<file path="config.mk">
export PLATFORM = sky130hd
export DESIGN_NAME = lsd_obuf
export DESIGN_NICKNAME = d
export VERILOG_FILES = /design/src/rtl/lsd_pkg.sv /design/src/rtl/lsd_obuf.sv
export SDC_FILE = /design/constraint.sdc
export NUM_CORES = 1
export LEC_CHECK = 0
export BUFFER_PORTS_ARGS = -buffer_cell sky130_fd_sc_hd__buf_2
export CORE_MARGIN = 3
export CORE_UTILIZATION = 36
export DETAILED_ROUTE_END_ITERATION = 8
export GPL_TIMING_DRIVEN = 0
export PLACE_DENSITY = 0.61
export SYNTH_ARGS = -nofsm -noshare
export SYNTH_HDL_FRONTEND = slang
export SYNTH_SLANG_ARGS = --single-unit
</file>
<file path="constraint.sdc">
create_clock -name i_clk -period 1.6 [get_ports i_clk]
set_input_delay 0 -clock i_clk [delete_from_list [all_inputs] [get_ports i_clk]]
set_output_delay 0 -clock i_clk [all_outputs]
set_load 0.005 [all_outputs]
</file>
<file path="src/rtl/lsd_pkg.sv">
// Package of the stego stream decoder: widths, codes, shared types and helpers.
// No dependencies; every other file of the block but the assertion macro header imports it.
`timescale 1ns / 1ps
`default_nettype none

package lsd_pkg;

    localparam int MAX_TAG_CHARS = 8;
    localparam int SIZE_BITS     = 32;
    localparam int CHAR_BITS     = 8;
    localparam int CFG_IDX_W     = 3;
    localparam int CFG_DATA_W    = 64;

    localparam logic [1:0] ERR_MAGIC  = 2'd0;
    localparam logic [1:0] ERR_EXTLEN = 2'd1;
    localparam logic [1:0] ERR_EXT    = 2'd2;

    typedef struct packed {
        logic [7:0]  header_skip;
        logic [63:0] magic_chars;
        logic [3:0]  magic_length;
        logic [63:0] ext_chars;
        logic [3:0]  ext_length;
    } t_cfg;

    typedef struct packed {
        logic [7:0] data_byte;
        logic       last_byte;
        logic       error;
        logic [1:0] error_kind;
    } t_result;

    // A length of zero counts as one; anything above the tag limit is clamped.
    function automatic logic [3:0] eff_len(input logic [3:0] len);
        logic [3:0] r;
        if (len == 4'd0) begin
            r = 4'd1;
        end else if (len > 4'(MAX_TAG_CHARS)) begin
            r = 4'(MAX_TAG_CHARS);
        end else begin
            r = len;
        end
        return r;
    endfunction

    function automatic logic [7:0] char_at(input logic [63:0] packed_chars,
                                           input logic [2:0]  idx);
        return packed_chars[{idx, 3'b000} +: CHAR_BITS];
    endfunction

endpackage

`default_nettype wire

</file>
<file path="src/rtl/lsd_obuf.sv">
// Result register with a skid stage for the stego stream decoder output.
// Depends on lsd_pkg for the result struct.
`timescale 1ns / 1ps
`default_nettype none

module lsd_obuf import lsd_pkg::*; (
    input  wire logic    i_clk,
    input  wire logic    i_rst_n,
    input  wire logic    i_push,
    input  wire t_result i_push_res,
    output logic         o_can_push,
    output logic         o_valid,
    output t_result      o_res,
    input  wire logic    i_ready
);

    logic    r_out_valid, n_out_valid;
    logic    r_skid_valid, n_skid_valid;
    t_result r_out, n_out;
    t_result r_skid, n_skid;
    logic    out_free;

    assign out_free = !r_out_valid || i_ready;

    always_comb begin
        n_out_valid  = r_out_valid;
        n_skid_valid = r_skid_valid;
        n_out        = r_out;
        n_skid       = r_skid;
        if (out_free) begin
            if (r_skid_valid) begin
                n_out_valid  = 1'b1;
                n_out        = r_skid;
                n_skid_valid = 1'b0;
            end else begin
                n_out_valid = i_push;
                n_out       = i_push_res;
            end
        end else if (i_push) begin
            n_skid_valid = 1'b1;
            n_skid       = i_push_res;
        end
    end

    always_ff @(posedge i_clk) begin
        if (!i_rst_n) begin
            r_out_valid  <= 1'b0;
            r_skid_valid <= 1'b0;
        end else begin
            r_out_valid  <= n_out_valid;
            r_skid_valid <= n_skid_valid;
        end
        r_out  <= n_out;
        r_skid <= n_skid;
    end

    assign o_can_push = !r_skid_valid;
    assign o_valid    = r_out_valid;
    assign o_res      = r_out;

endmodule

`default_nettype wire

</file>
==> impl_metrics.json <==
{
  "dr.first_iter.drc_count": 5,
  "antenna_left": 0,
  "outcome": "finished clean",
  "synthTopCellsByArea": "edfxtp_1, mux2_2, dfxtp_1, nor3b_2, buf_6",
  "slew_headroom": 0.718,
  "syn_area_per_cell_um2": 20.7,
  "vias": 565,
  "synth_top_area_share": 0.758,
  "hold_class": "primary input to flip-flop",
  "vias_per_cell": 4.59,
  "io_pins": 30,
  "p_leak_nw": 0.523,
  "dr.pass1.iters": 4,
  "synth-seq-cells": 26,
  "dpl.hpwl_um": 1060,
  "nNetsFinal": 112,
  "start_util": 0.403,
  "post_drt_wl_per_cell_um": 13.1,
  "setup_ws_ns": 0.329,
  "syn2layout_area_growth_pct": 41.4,
  "yosysSeqAreaShare": 0.800,
  "cts_tree": "yes",
  "drv_cap": 0,
  "path_clk_slew_ns": 0.13,
  "overflow": 0,
  "setup_viol": 0,
  "fin_skew_ns": 0.00361,
  "cts_buffers": 3,
  "post_route_cells_drive_above_1_share": 0.547,
  "yosysWarnings": 0,
  "fp.dieW_um": 57.4,
  "grt_util_all_layers": 0.105,
  "critPathCaptureType": "flip-flop",
  "synth-edff-count": 24,
  "cts_buffer_depth": 2,
  "fin_crit_ns": 1.27,
  "synth_nets": 62,
  "critPathKind": "flip-flop to flip-flop",
  "place.gp.congestion": 0.660,
  "whs_ns": 0.247,
  "fp.coreArea_um2": 2360,
  "path_max_fanout": 15,
  "synth_top_flop_cell": "edfxtp_1",
  "worstMarginPinSlew_ns": 0.423,
  "diodes": 0,
  "netlist_area_um2": 951,
  "p_per_area_nw_per_um2": 912,
  "fp-row-count": 17,
  "ys_top_cells_by_count": "edfxtp_1, mux2_2, dfxtp_1, inv_1",
  "synth.largest_area_cell": "edfxtp_1",
  "fin_crit_sh": 0.794,
  "crit_arrival_ns": 1.31,
  "clockRootBuffer": "clkbuf_4",
  "worstSetupStartpointType": "flip-flop",
  "async_reset_ff_frac": 0,
  "rsz0062_at_grt": "false",
  "ir_drop_uv": 542,
  "grt_pass1_vias": 597,
  "ys_types": 10,
  "h-tree-depth": 1,
  "wl_um": 1610,
  "synth_most_common_cell": "edfxtp_1",
  "max_freq_mhz": 787,
  "slew_violations": 0,
  "placed_cell_area_um2": 1130,
  "finalHoldViolCount": 0,
  "grt_pass1_wl_um": 2680,
  "cp.required_ns": 1.64,
  "clock_latency_ns": 0.31,
  "grt_antenna_before_repair": 0,
  "clock_sinks": 26,
  "drc": 0,
  "grt_max_degree": 16,
  "fp.dieH_um": 57.4,
  "dpl_worst_slack_ns": -0.238,
  "fin_area_um2": 1350,
  "die_area_um2": 3290,
  "syn_inst": 46,
  "port_buffers": 29
}
[routing by layer]
layer / track usage / vias to the layer above / part of all wire
met2: 0.179 / 18 / 0.49
li1: - / 275 / -
met5: 0 / - / 0
met4: 0.0298 / 0 / 0.0087
met1: 0.129 / 270 / 0.44
met3: 0.0294 / 2 / 0.068
[layout by cell type (no fill, tap or decap), drive strengths merged]
master and instances:
edfxtp 24, nor3b 1, clkbuf 4, nor2 2, buf 32, dlygate4sd3 14, nand2b 1, a21boi 1
inv 2, mux2 12, dfxtp 2
[final timing paths]
check	startpoint	endpoint	slack [ns]	depth (start not counted)
max	o_valid	r_skid[1]	0.33	3
min	i_ready	r_skid_valid	0.25	3
min reg2reg	r_skid[3]	o_res[3]	0.56	1
max reg2reg	o_valid	r_skid[1]	0.33	3
[area by class of cell]
cell class	count	area (um^2)
multi-input cells	17	181
fillers	200	1020
well taps	28	35.0
clock buffers	4	36.3
repair buffers	45	313
flip-flops and latches	26	761
inverters	2	7.51
plain buffers	1	11.3
[kinds of logic (layout without fill, tap and decap cells)]
family                 after synthesis  count (layout)  synth area share
AOI/OAI and AO/OA                    1               1           0.00790
DFF                                 26              26             0.800
muxes                               12              12             0.142
and+or+nand+nor                      4               4            0.0303
buffers and inverters                3              52            0.0197
[worst max-delay path, stage by stage (launching register included)]
cell and delay, ns:
dfxtp_1 0.37, nand2b_2 0.26, nor2_4 0.23, buf_12 0.14
[per-stage QoR]
| stage | setup TNS [ns] | total power, mW | instances | utilization |
|---|---|---|---|---|
| floorplan | 0 | 0.840 | 46 | - |
| global placement | -2.95 | 0.890 | 103 | 0.480 |
| detailed placement | -2.85 | 0.893 | 103 | 0.480 |
| CTS | 0 | 1.24 | 123 | 0.569 |
| global route | 0 | 1.28 | 123 | 0.570 |
| finish | 0 | 1.23 | 123 | 0.570 |
[sequential cells by signal, summed over array words and instances (netlist names)]
signal,cells
r_skid_valid,1
r_skid,12
o_res,12
o_valid,1
[where the power goes]
group / switching, mW / internal (mW)
logic: 0.0461 / 0.0750
registers: 0.00866 / 0.779
clock network: 0.179 / 0.139
total: 0.234 / 0.993
[timing repair]
item,4_1_cts,5_1_grt
hold endpoints to repair,21,0
resized for setup,1,1
setup buffers,2,0
hold buffers,14,0
pin swaps,1,0
endpoints found under the setup margin,12,12
Power figures use the tool's default switching activity.
