`src/rtl/lsd_pkg.sv`:
```
// Package of the stego stream decoder: widths, codes, shared types and helpers.
// No dependencies; every other file of the block but the assertion macro header imports it.
`timescale 1ns / 1ps
`default_nettype none

package lsd_pkg;

    localparam int MAX_TAG_CHARS = 8;
    localparam int SIZE_BITS     = 32;
    localparam int CHAR_BITS     = 8;
    localparam int CFG_IDX_W     = 3;
    localparam int CFG_DATA_W    = 64;

    localparam logic [1:0] ERR_MAGIC  = 2'd0;
    localparam logic [1:0] ERR_EXTLEN = 2'd1;
    localparam logic [1:0] ERR_EXT    = 2'd2;

    typedef struct packed {
        logic [7:0]  header_skip;
        logic [63:0] magic_chars;
        logic [3:0]  magic_length;
        logic [63:0] ext_chars;
        logic [3:0]  ext_length;
    } t_cfg;

    typedef struct packed {
        logic [7:0] data_byte;
        logic       last_byte;
        logic       error;
        logic [1:0] error_kind;
    } t_result;

    // A length of zero counts as one; anything above the tag limit is clamped.
    function automatic logic [3:0] eff_len(input logic [3:0] len);
        logic [3:0] r;
        if (len == 4'd0) begin
            r = 4'd1;
        end else if (len > 4'(MAX_TAG_CHARS)) begin
            r = 4'(MAX_TAG_CHARS);
        end else begin
            r = len;
        end
        return r;
    endfunction

    function automatic logic [7:0] char_at(input logic [63:0] packed_chars,
                                           input logic [2:0]  idx);
        return packed_chars[{idx, 3'b000} +: CHAR_BITS];
    endfunction

endpackage

`default_nettype wire

```
`src/rtl/lsd_cfg.sv`:
```
// Configuration register file of the stego stream decoder.
// Depends on lsd_pkg for the register struct and widths.
`timescale 1ns / 1ps
`default_nettype none

module lsd_cfg import lsd_pkg::*; (
    input  wire logic                  i_clk,
    input  wire logic                  i_rst_n,
    input  wire logic                  i_wr_valid,
    input  wire logic [CFG_IDX_W-1:0]  i_wr_index,
    input  wire logic [CFG_DATA_W-1:0] i_wr_data,
    output t_cfg                       o_cfg
);

    localparam logic [CFG_IDX_W-1:0] IDX_HEADER_SKIP  = 3'd0;
    localparam logic [CFG_IDX_W-1:0] IDX_MAGIC_CHARS  = 3'd1;
    localparam logic [CFG_IDX_W-1:0] IDX_MAGIC_LENGTH = 3'd2;
    localparam logic [CFG_IDX_W-1:0] IDX_EXT_CHARS    = 3'd3;
    localparam logic [CFG_IDX_W-1:0] IDX_EXT_LENGTH   = 3'd4;

    t_cfg r_cfg;

    always_ff @(posedge i_clk) begin
        if (!i_rst_n) begin
            r_cfg.header_skip  <= 8'd54;
            r_cfg.magic_chars  <= 64'd0;
            r_cfg.magic_length <= 4'd2;
            r_cfg.ext_chars    <= 64'd0;
            r_cfg.ext_length   <= 4'd4;
        end else if (i_wr_valid) begin
            unique case (i_wr_index)
                IDX_HEADER_SKIP:  r_cfg.header_skip  <= i_wr_data[7:0];
                IDX_MAGIC_CHARS:  r_cfg.magic_chars  <= i_wr_data;
                IDX_MAGIC_LENGTH: r_cfg.magic_length <= i_wr_data[3:0];
                IDX_EXT_CHARS:    r_cfg.ext_chars    <= i_wr_data;
                IDX_EXT_LENGTH:   r_cfg.ext_length   <= i_wr_data[3:0];
                default: begin
                end
            endcase
        end
    end

    assign o_cfg = r_cfg;

endmodule

`default_nettype wire

```
`config.mk`:
```
export PLATFORM = sky130hd
export DESIGN_NAME = lsd_cfg
export DESIGN_NICKNAME = d
export VERILOG_FILES = /design/src/rtl/lsd_pkg.sv /design/src/rtl/lsd_cfg.sv
export SDC_FILE = /design/constraint.sdc
export NUM_CORES = 1
export LEC_CHECK = 0
export ABC_AREA = 1
export BUFFER_PORTS_ARGS = -buffer_cell sky130_fd_sc_hd__buf_2
export CAP_MARGIN = 20
export CORE_AREA = 2 2 113 115
export CTS_CLUSTER_SIZE = 40
export DETAILED_ROUTE_END_ITERATION = 8
export DIE_AREA = 0 0 115 117
export PLACE_DENSITY = 0.79
export SETUP_SLACK_MARGIN = 0.5
export SLEW_MARGIN = 40
export SYNTH_ARGS = -nofsm -noshare
export SYNTH_HDL_FRONTEND = slang
export SYNTH_SLANG_ARGS = --single-unit
```
`constraint.sdc`:
```
create_clock -name i_clk -period 1.2 [get_ports i_clk]
set_input_delay 0.24 -clock i_clk [delete_from_list [all_inputs] [get_ports i_clk]]
set_output_delay 0.24 -clock i_clk [all_outputs]
set_load 0.01 [all_outputs]
```
==> results of run 1 <==
==> per-stage QoR <==
step | TNS (ns) | hold slack, ns | std cells | utilization, %
3_5_place_dp | -4.78 | 0.456 | 1207 | 63.5
2_1_floorplan | 0 | 0.353 | 856 | -
4_1_cts | 0 | 0.0250 | 1286 | 87.8
3_3_place_gp | -2.73 | 0.435 | 1207 | 63.5
==> routing by layer <==
metal | overflow | global-route usage (%)
met5 | 0 | 20.0
met4 | 111 | 97.3
met3 | 2 | 70.4
met2 | 163 | 104
met1 | 6 | 81.5
==> kinds of logic after synthesis <==
kind of cell / count (synthesis) / synth area share, %
AOI/OAI and AO/OA: 4 / 0.334
buffers and inverters: 126 / 11.4
DFF: 144 / 48.1
and+or+nand+nor: 582 / 40.2
==> timing repair <==
item                                    in CTS
pin swaps                                   54
resized for setup                          410
gates cloned                                22
setup buffers                               28
endpoints found under the setup margin     281
==> flow_metrics.tcl, run 1 <==
set metrics [dict create \
    port_buffers 213 \
    ys_ff_latch 144 \
    synth_top_area_cell "dfxtp_1" \
    syn_inst 856 \
    lastStage "global routing" \
    num_rows 41 \
    cts_hold_buf 0 \
    die_h_um 117 \
    postPlaceCellArea_sq_um 7810 \
    dp_hpwl_um 11400 \
    clkSinkCount 144 \
    die_width_um 115 \
    place_ws_ns -0.0731 \
    synth_commonest_cells "nor2_1 (278), nand2_1 (153), nand3_1 (145)" \
    seq_area_frac_synth_pct 48.1 \
    numCtsBuffers 17 \
    start_util_pct 48.7 \
    avgSynthCellArea_sq_um 7.00 \
    syn_area_sq_um 5990 \
    clockBufferDepth 2 \
    stop_error "[ERROR GRT-0232] Routing congestion too high. Check the congestion heatmap in the GUI." \
    grt_max_degree 40 \
    grtUsageTotal_pct 85.7 \
    async_flop_share_pct 0 \
    crit_endpoint "o_cfg[64]" \
    place_congestion 0.794 \
    worst-ep-kind "output port" \
    yosysUniqueCellTypes 16 \
    clock-root-buffer "clkbuf_16" \
    synth.most_common_cell "nor2_1" \
    outcome "stopped before the end" \
    ys_warn_count 0 \
    synthTopCellsByArea "dfxtp_1 (48%), nor2_1 (17%), nand3_1 (12%), nand2_1 (9.6%), buf_6 (4.3%)" \
    io_pins 214 \
    synth_edf_count 0 \
    synthesis.nets 926 \
    synth.top_cell.area_share_pct 48.1 \
    cts.htree.levels 4 \
    synth_flop_cell "dfxtp_1" \
    grt_overflow 282 \
]
==> inputs of run 2 (changes only) <==
--- a/config.mk
+++ b/config.mk
@@ -8,12 +8,10 @@
 export ABC_AREA = 1
 export BUFFER_PORTS_ARGS = -buffer_cell sky130_fd_sc_hd__buf_2
 export CAP_MARGIN = 20
-export CORE_AREA = 2 2 113 115
-export CTS_CLUSTER_SIZE = 40
+export CORE_AREA = 2 2 126 128
 export DETAILED_ROUTE_END_ITERATION = 8
-export DIE_AREA = 0 0 115 117
-export PLACE_DENSITY = 0.79
-export SETUP_SLACK_MARGIN = 0.5
+export DIE_AREA = 0 0 128 130
+export PLACE_DENSITY_LB_ADDON = 0.15
 export SLEW_MARGIN = 40
 export SYNTH_ARGS = -nofsm -noshare
 export SYNTH_HDL_FRONTEND = slang
==> run 2 against run 1 <==
  * The run now ends clean
  * Synthesized cell count did not move
  * Area after synthesis did not move
==> flow_metrics.tcl, run 2 <==
set metrics [dict create \
    outcome "finished clean" \
    grt_pass1_wl_um 25700 \
    arrival_ns 0.92 \
    syn2layout_area_growth_pct 32.0 \
    muxShareOfSynthArea_pct 0 \
    hold_path.class "input pin to flip-flop" \
    slowest_delay_ns 0.36 \
    antenna_cells 0 \
    synth_flop_cell "dfxtp_1" \
    crit_family "flip-flops" \
    ff2ff_setup_slack_ns 0.61 \
    cts-resized-gates 0 \
    drv_cap 0 \
    hold_start "i_wr_data[2]" \
    criticalPathCategory "flip-flop to primary output" \
    cp.buffers_inverters 1 \
    cp_cell_sequence "buf_2" \
    fp.coreArea_sq_um 15400 \
    clkSinkCount 144 \
    cts_tree "yes" \
    drive_gt1_share_pct 26.7 \
    synthAdderAreaFrac_pct 0 \
    crit_slowest_cell "dfxtp_1" \
    synth_commonest_cells "nor2_1 (278), nand2_1 (153), nand3_1 (145)" \
    hold_ws_ns 0.0665 \
    drtAntennaViolNets 0 \
    end_kind "primary output" \
    fillCellCount 1629 \
    tightest_slew_ns 0.286 \
    worstSkewPairLatency_ns 0.41 \
    synth.most_common_cell "nor2_1" \
    clock-root-buffer "clkbuf_16" \
    grt_overflow 0 \
    port_buffers 213 \
    grt_pass1_vias 5038 \
    post_cts_buffers 0 \
    max_freq_mhz 862 \
    r2r.worst_path.cells 2 \
    cts.htree.levels 4 \
    max-vdd-ir-drop_mv 0.886 \
    viasPerCell 4.55 \
    dr.pass1.iters 5 \
    synth_simple_gate_area_share_pct 40.2 \
    clockBufferDepth 2 \
    ys_warn_count 0 \
    postPlaceCellArea_sq_um 7350 \
    synthTopCellsByArea "dfxtp_1 (48%), nor2_1 (17%), nand3_1 (12%), nand2_1 (9.6%), buf_6 (4.3%)" \
    largest_reg_flops 144 \
    finalInstanceArea_sq_um 7910 \
    cts_hold_buf 0 \
    synth_xor_area_share_pct 0 \
    nets 1136 \
    synthesis.nets 926 \
    crit_fanout 2 \
    relSlewSlack_pct 80.8 \
    num_rows 46 \
    grtUsageTotal_pct 19.5 \
    fin_crit_ns 1.16 \
    via_count 5782 \
    numCtsBuffers 17 \
    post-place-cells 1239 \
    ff_latch_area_sq_um 2880 \
    fin_crit_sh_pct 96.7 \
    finalSetupViolations 0 \
    async_flop_share_pct 0 \
    critPathRequiredTime_ns 0.96 \
    holdPathEnd "o_cfg[138]" \
    start_util_pct 38.9 \
    p_per_area_nw_per_um2 1430 \
    io_pins 214 \
    synth_compound_area_share_pct 0.334 \
    stdcell_count 1271 \
    maxSlewViolCount 0 \
    avgSynthCellArea_sq_um 7.00 \
    final_hold_viol_count 0 \
    fin_skew_ns 0 \
    grt_max_degree 37 \
    die_width_um 128 \
    syn_inst 856 \
    place_congestion 0.781 \
    antenna_found_initial 1 \
    wl_per_cell_um 12.7 \
    synth_edf_count 0 \
    hold_path_depth 3 \
    dp_hpwl_um 11200 \
    synth_top_family_by_area "simple AND/OR/NAND/NOR gates" \
    clkTransAtPathRegs_ns 0.06 \
    wirelength_um 16200 \
    rr_startpoint "o_cfg[3]" \
    final_common_cell "nor2_1" \
    drcViolationCount 0 \
    rsz0062_at_grt "false" \
    synth_top_area_cell "dfxtp_1" \
    startpoint_type "flip-flop" \
    initialDrtViolationCount 321 \
    seq_area_frac_synth_pct 48.1 \
    synth.top_cell.area_share_pct 48.1 \
    final_cell_mix "nor2_1 (277), buf_2 (211), nand2_1 (153), nand3_1 (145), dfxtp_1 (144)" \
    dieArea_sq_um 16600 \
    multi_input_area_sq_um 2440 \
    r2r_end "o_cfg[3]" \
    ys_ff_latch 144 \
    die_h_um 130 \
    syn_area_sq_um 5990 \
    yosysUniqueCellTypes 16 \
    p_leak_uw 0.00411 \
]
## run 2: cell counts after synthesis
No cell type changed its count.
## run 2: final cells by class
type | count | share of cell area, %
sequential | 144 | 36.4
multi-input combinational | 586 | 30.8
timing repair buffer | 247 | 19.3
clock buffer | 22 | 5.99
inverter | 70 | 3.32
tap | 192 | 3.04
clock inverter | 10 | 1.09
## run 2: metal layers
layer  part of all wire [%]  GRT usage, %
met5                  0.043             0
met4                    2.3          7.89
met2                     45          30.4
met1                     46          25.5
met3                    6.5          5.70
## run 2: cells by family (layout without fill, tap and decap cells)
logic type / Yosys count / count (layout)
buffers and inverters: 126 / 349
and+or+nand+nor: 582 / 582
AOI/OAI and AO/OA: 4 / 4
DFF: 144 / 144
## run 2: where the power goes
group | internal [uW] | switching [uW]
Sequential | 4950 | 82.2
Combinational | 521 | 751
Clock | 3000 | 1990
## run 2: through the flow
stage	setup TNS (ns)	worst slack, ns	power [uW]	utilization [%]
6_report	0	0.0401	11300	51.3
5_1_grt	0	0.00450	11800	51.3
4_1_cts	0	0.0263	11500	51.3
3_5_place_dp	-0.108	-0.0136	6420	47.6
3_3_place_gp	0	0.0198	6410	47.6
2_1_floorplan	0	0.159	5900	-
## run 2: worst max-delay path by stage
stage,startpoint,endpoint,slack (ns),depth (start not counted)
floorplan,i_rst_n,o_cfg[100],0.16,5
global placement,i_wr_index[2],o_cfg[116],0.02,7
detailed placement,i_wr_index[2],o_cfg[93],-0.01,7
CTS,o_cfg[73],o_cfg[73],0.03,1
global route,o_cfg[73],o_cfg[73],0.005,1
finish,o_cfg[73],o_cfg[73],0.04,1
Power figures use the tool's default switching activity.
==> inputs of run 3 (changes only) <==
--- a/config.mk
+++ b/config.mk
@@ -5,12 +5,12 @@
 export SDC_FILE = /design/constraint.sdc
 export NUM_CORES = 1
 export LEC_CHECK = 0
-export ABC_AREA = 1
 export BUFFER_PORTS_ARGS = -buffer_cell sky130_fd_sc_hd__buf_2
 export CAP_MARGIN = 20
-export CORE_AREA = 2 2 126 128
+export CORE_AREA = 2 2 120 122
 export DETAILED_ROUTE_END_ITERATION = 8
-export DIE_AREA = 0 0 128 130
+export DIE_AREA = 0 0 122 124
+export MAX_ROUTING_LAYER = met4
 export PLACE_DENSITY_LB_ADDON = 0.15
 export SLEW_MARGIN = 40
 export SYNTH_ARGS = -nofsm -noshare
==> run 3 against run 2 <==
  * Total power is 0.71% lower
  * Clock power rose by 10%
  * Clock skew unchanged
  * Area after synthesis decreased by 9.7%
  * First-iteration DRC count fell by 51%
  * Sequential cell count unchanged
  * Sequential share of layout area rose by 2.3 points
  * Critical path depth did not move
  * Register-to-register slack got worse by 0.02 ns
  * Worst hold slack better by 0.025 ns
  * Core utilization grew 2.9 points
  * Sequential power is 2% lower
  * Largest cell class unchanged
  * Highest routed layer is now met4
==> flow_metrics.tcl, run 3 <==
set metrics [dict create \
    outcome "finished clean" \
    synth.top_cell.area_share_pct 53.3 \
    place_congestion 0.746 \
    synth_top_area_cell "dfxtp_1" \
    via_count 4493 \
    die_h_um 124 \
    drive_gt1_share_pct 34.5 \
    ys_warn_count 0 \
    p_per_area_nw_per_um2 1510 \
    initialDrtViolationCount 158 \
    p_leak_uw 0.00378 \
    io_pins 214 \
    num_rows 43 \
    dp_hpwl_um 9820 \
    ys_ff_latch 144 \
    finish.utilization_pct 54.2 \
    drtAntennaViolNets 0 \
    finalPower_uw 11200 \
    fin_crit_sh_pct 95.9 \
    grtUsageTotal_pct 18.4 \
    synth_top_family_by_area "multiplexers" \
    cts_tree "yes" \
    startpoint_type "flip-flop" \
    largest_reg_flops 144 \
    wl_per_cell_um 14.3 \
    syn2layout_area_growth_pct 37.4 \
    max_freq_mhz 869 \
    cp.buffers_inverters 1 \
    numCtsBuffers 17 \
    crit_family "flip-flops" \
    fillCellCount 1273 \
    avgSynthCellArea_sq_um 9.89 \
    arrival_ns 0.91 \
    drv_cap 0 \
    stdcell_count 953 \
    slowest_delay_ns 0.35 \
    crit_fanout 2 \
    synth.most_common_cell "nand2_1" \
    rr_startpoint "o_cfg[104]" \
    criticalPathCategory "flip-flop to primary output" \
    synth_xor_area_share_pct 0 \
    dieArea_sq_um 15100 \
    final_common_cell "buf_2" \
    synthTopCellsByArea "dfxtp_1 (53%), mux2i_1 (27%), nand2_1 (14%), clkbuf_1 (1.3%), nor2b_1 (1.2%)" \
    cts.htree.levels 4 \
    antenna_found_initial 0 \
    nets 830 \
    synth_compound_area_share_pct 0 \
    finalInstanceArea_sq_um 7440 \
    synthesis.nets 617 \
    grt_max_degree 52 \
    post-place-cells 921 \
    grt_overflow 0 \
    grt_pass1_vias 4335 \
    clkTransAtPathRegs_ns 0.06 \
    synthAdderAreaFrac_pct 0 \
    muxShareOfSynthArea_pct 26.6 \
    critPathRequiredTime_ns 0.96 \
    grt_pass1_wl_um 21100 \
    relSlewSlack_pct 70.6 \
    async_flop_share_pct 0 \
    synth_edf_count 0 \
    final_hold_viol_count 0 \
    wirelength_um 13600 \
    postPlaceCellArea_sq_um 6810 \
    port_buffers 213 \
    final_cell_mix "buf_2 (212), nand2_1 (202), mux2i_1 (144), dfxtp_1 (144), clkbuf_16 (17)" \
    drcViolationCount 0 \
    die_width_um 122 \
    dr.pass1.iters 6 \
    hold_path.class "input pin to flip-flop" \
    fin_crit_ns 1.15 \
    cts-resized-gates 0 \
    end_kind "primary output" \
    clockBufferDepth 2 \
    cp_cell_sequence "buf_2" \
    post_cts_buffers 0 \
    seq_area_frac_synth_pct 53.3 \
    maxSlewViolCount 0 \
    hold_start "i_wr_data[9]" \
    clkSinkCount 144 \
    crit_path_start "o_cfg[104]" \
    worstSkewPairLatency_ns 0.41 \
    tightest_slew_ns 0.435 \
    cts_hold_buf 0 \
    synth_flop_cell "dfxtp_1" \
    max-vdd-ir-drop_mv 0.872 \
    synth_simple_gate_area_share_pct 16.4 \
    syn_area_sq_um 5410 \
    hold_ws_ns 0.0910 \
    fin_skew_ns 0 \
    start_util_pct 39.4 \
    crit_slowest_cell "dfxtp_1" \
    rsz0062_at_grt "false" \
    ff2ff_setup_slack_ns 0.59 \
    synth_commonest_cells "nand2_1 (202), dfxtp_1 (144), mux2i_1 (144)" \
    clock-root-buffer "clkbuf_16" \
    yosysUniqueCellTypes 13 \
    syn_inst 547 \
    finalSetupViolations 0 \
    viasPerCell 4.71 \
    antenna_cells 0 \
    fp.coreArea_sq_um 13700 \
]
run 3: kinds of logic (layout without fill, tap and decap cells):
kind of cell           after synthesis  count (layout)
buffers and inverters               41             267
muxes                              144             144
and+or+nand+nor                    218             218
DFF                                144             144
run 3: per-stage QoR:
step	TNS, ns	worst slack, ns
finish	0	0.0487
global route	0	0.00666
CTS	0	0.0354
detailed placement	-10.77	-0.120
global placement	-5.88	-0.106
floorplan	0	0.0586
run 3: final cells by class:
| class | count | area (sq um) | share of cell area [%] |
|---|---|---|---|
| Clock buffer | 22 | 464 | 6.24 |
| Clock inverter | 10 | 159 | 2.14 |
| Multi-Input combinational cell | 362 | 2330 | 31.3 |
| Sequential cell | 144 | 2880 | 38.8 |
| Tap cell | 180 | 225 | 3.03 |
| Timing Repair Buffer | 235 | 1380 | 18.5 |
run 3: path summary, 6_finish.rpt:
path / endpoint / cells past startpoint
worst min register to register: o_cfg[90] / 2
worst min-delay path: o_cfg[13] / 3
worst max-delay path: o_cfg[104] / 1
worst max register to register: o_cfg[104] / 2
run 3: routing by layer:
layer	routed length [um]	vias to the layer above	global-route usage, %
met5	0	-	-
met4	195	0	7.11
met3	1020	12	4.90
met2	6400	154	29.4
met1	5970	2106	22.2
li1	-	2221	-
run 3: report_power, final:
group	internal, uW	switching (uW)
clock network	3580	1930
logic	349	421
registers	4890	53.7
==> inputs of run 4 (changes only) <==
--- a/config.mk
+++ b/config.mk
@@ -7,9 +7,9 @@
 export LEC_CHECK = 0
 export BUFFER_PORTS_ARGS = -buffer_cell sky130_fd_sc_hd__buf_2
 export CAP_MARGIN = 20
-export CORE_AREA = 2 2 120 122
+export CORE_AREA = 2 2 110 112
 export DETAILED_ROUTE_END_ITERATION = 8
-export DIE_AREA = 0 0 122 124
+export DIE_AREA = 0 0 112 114
 export MAX_ROUTING_LAYER = met4
 export PLACE_DENSITY_LB_ADDON = 0.15
 export SLEW_MARGIN = 40
==> run 4 against run 3 <==
  * Core utilization rose by 8.1 points
  * Sequential cell count did not move
  * Wire length fell by 4.9%
  * Maximum frequency rose by 0.76%
  * Clock power fell by 20%
  * Register-to-register slack got worse by 0.02 ns
  * First-iteration DRC count rose by 8.2%
  * Cell area fell by 1.9%
  * Global-route usage rose by 2.6 points
  * Worst hold slack barely moved
  * Die area fell by 16%
  * Non-clock buffer count rose by 3
  * Critical path type unchanged
  * Largest power group is now sequential cells
==> flow_metrics.tcl, run 4 (synthesis gave the netlist of run 3 again) <==
set metrics [dict create \
    outcome "finished clean" \
    criticalPathCategory "flip-flop to primary output" \
    worstSkewPairLatency_ns 0.41 \
    post_cts_buffers 0 \
    finalSetupViolations 0 \
    post-place-cells 891 \
    holdPathEnd "o_cfg[83]" \
    fp.coreArea_sq_um 11700 \
    cts.htree.levels 4 \
    dp_hpwl_um 9450 \
    cp_num_cells 1 \
    start_util_pct 46.2 \
    hold_path.class "input pin to flip-flop" \
    via_count 4443 \
    final_cell_mix "buf_2 (212), nand2_1 (202), mux2i_1 (144), dfxtp_1 (144), clkbuf_16 (17)" \
    numCtsBuffers 17 \
    rr_startpoint "o_cfg[137]" \
    grt_max_degree 60 \
    critPathRequiredTime_ns 0.96 \
    grt_pass1_vias 4376 \
    postPlaceCellArea_sq_um 6820 \
    finalInstanceArea_sq_um 7300 \
    clockBufferDepth 2 \
    initialDrtViolationCount 171 \
    clkTransAtPathRegs_ns 0.06 \
    hold_start "i_wr_data[11]" \
    end_kind "primary output" \
    dr.pass1.iters 6 \
    max-vdd-ir-drop_mv 0.878 \
    finalPower_uw 10100 \
    fin_crit_ns 1.14 \
    die_h_um 114 \
    dieArea_sq_um 12800 \
    drcViolationCount 0 \
    crit_slowest_cell "dfxtp_1" \
    fin_crit_sh_pct 95.2 \
    p_per_area_nw_per_um2 1390 \
    drtAntennaViolNets 0 \
    die_width_um 112 \
    ff2ff_setup_slack_ns 0.57 \
    r2r.worst_path.cells 2 \
    p_leak_uw 0.00374 \
    grtUsageTotal_pct 20.9 \
    grt_overflow 0 \
    relSlewSlack_pct 80.1 \
    io_pins 214 \
    tightest_slew_ns 0.294 \
    crit_family "flip-flops" \
    wl_per_cell_um 14.1 \
    cp_cell_sequence "buf_2" \
    antenna_found_initial 0 \
    stdcell_count 919 \
    fin_skew_ns 0 \
    drive_gt1_share_pct 33.8 \
    wirelength_um 12900 \
    cts_tree "yes" \
    antenna_cells 0 \
    num_rows 40 \
    hold_path_depth 3 \
    cts-resized-gates 0 \
    nets 833 \
    final_common_cell "buf_2" \
    arrival_ns 0.90 \
    slowest_delay_ns 0.34 \
    cts_hold_buf 0 \
    maxSlewViolCount 0 \
    largest_reg_flops 144 \
    cp.buffers_inverters 1 \
    max_freq_mhz 875 \
    port_buffers 213 \
    clock-root-buffer "clkbuf_16" \
    finish.utilization_pct 62.3 \
    r2r_end "o_cfg[137]" \
    rsz0062_at_grt "false" \
    place_congestion 0.771 \
    crit_fanout 2 \
    final_hold_viol_count 0 \
    grt_pass1_wl_um 20700 \
    syn2layout_area_growth_pct 34.9 \
    viasPerCell 4.83 \
    drv_cap 0 \
    startpoint_type "flip-flop" \
    clkSinkCount 144 \
]
## run 4: cell count changes in the layout (fill, tap and decap cells not counted), sizes merged
| cell | change |
|---|---|
| bufinv | -4 |
| clkinvlp | -2 |
| clkinv | -2 |
| clkbuf | +4 |
| buf | +3 |
## run 4: stage by stage
step	hold slack (ns)	setup TNS (ns)	setup WS [ns]
2_1_floorplan	0.402	0	0.0586
3_3_place_gp	0.439	-5.63	-0.110
3_5_place_dp	0.446	-9.56	-0.146
4_1_cts	0.0782	0	0.0333
5_1_grt	0.0890	0	0.0152
6_report	0.0913	0	0.0574
## run 4: how the worst max path moves through the flow
stage                        startpoint          to
after floorplan           i_wr_index[0]  o_cfg[136]
final                         o_cfg[48]   o_cfg[48]
after global placement    i_wr_index[0]  o_cfg[136]
after global routing          o_cfg[26]   o_cfg[26]
after CTS                    o_cfg[133]  o_cfg[133]
after detailed placement  i_wr_index[2]  o_cfg[113]
## run 4: cell type report
type | instances | area, sq um
Clock inverter | 2 | 10.0
Sequential cell | 144 | 2880
Tap cell | 147 | 184
Fill cell | 1011 | 4410
Timing Repair Buffer | 238 | 1420
Clock buffer | 26 | 469
Multi-Input combinational cell | 362 | 2330
## run 4: routing by layer
metal	GRT usage (%)	vias up	routed length, um
li1	-	2219	-
met1	24.5	2061	5670
met2	34.7	144	6250
met3	5.37	19	792
met4	8.37	0	210
met5	-	-	0
## run 4: power breakdown
part / internal (uW) / switching (uW) / total (uW)
clock: 2640 / 1760 / 4390
sequential: 4890 / 52.3 / 4950
combinational: 355 / 419 / 773
total: 7890 / 2230 / 10100
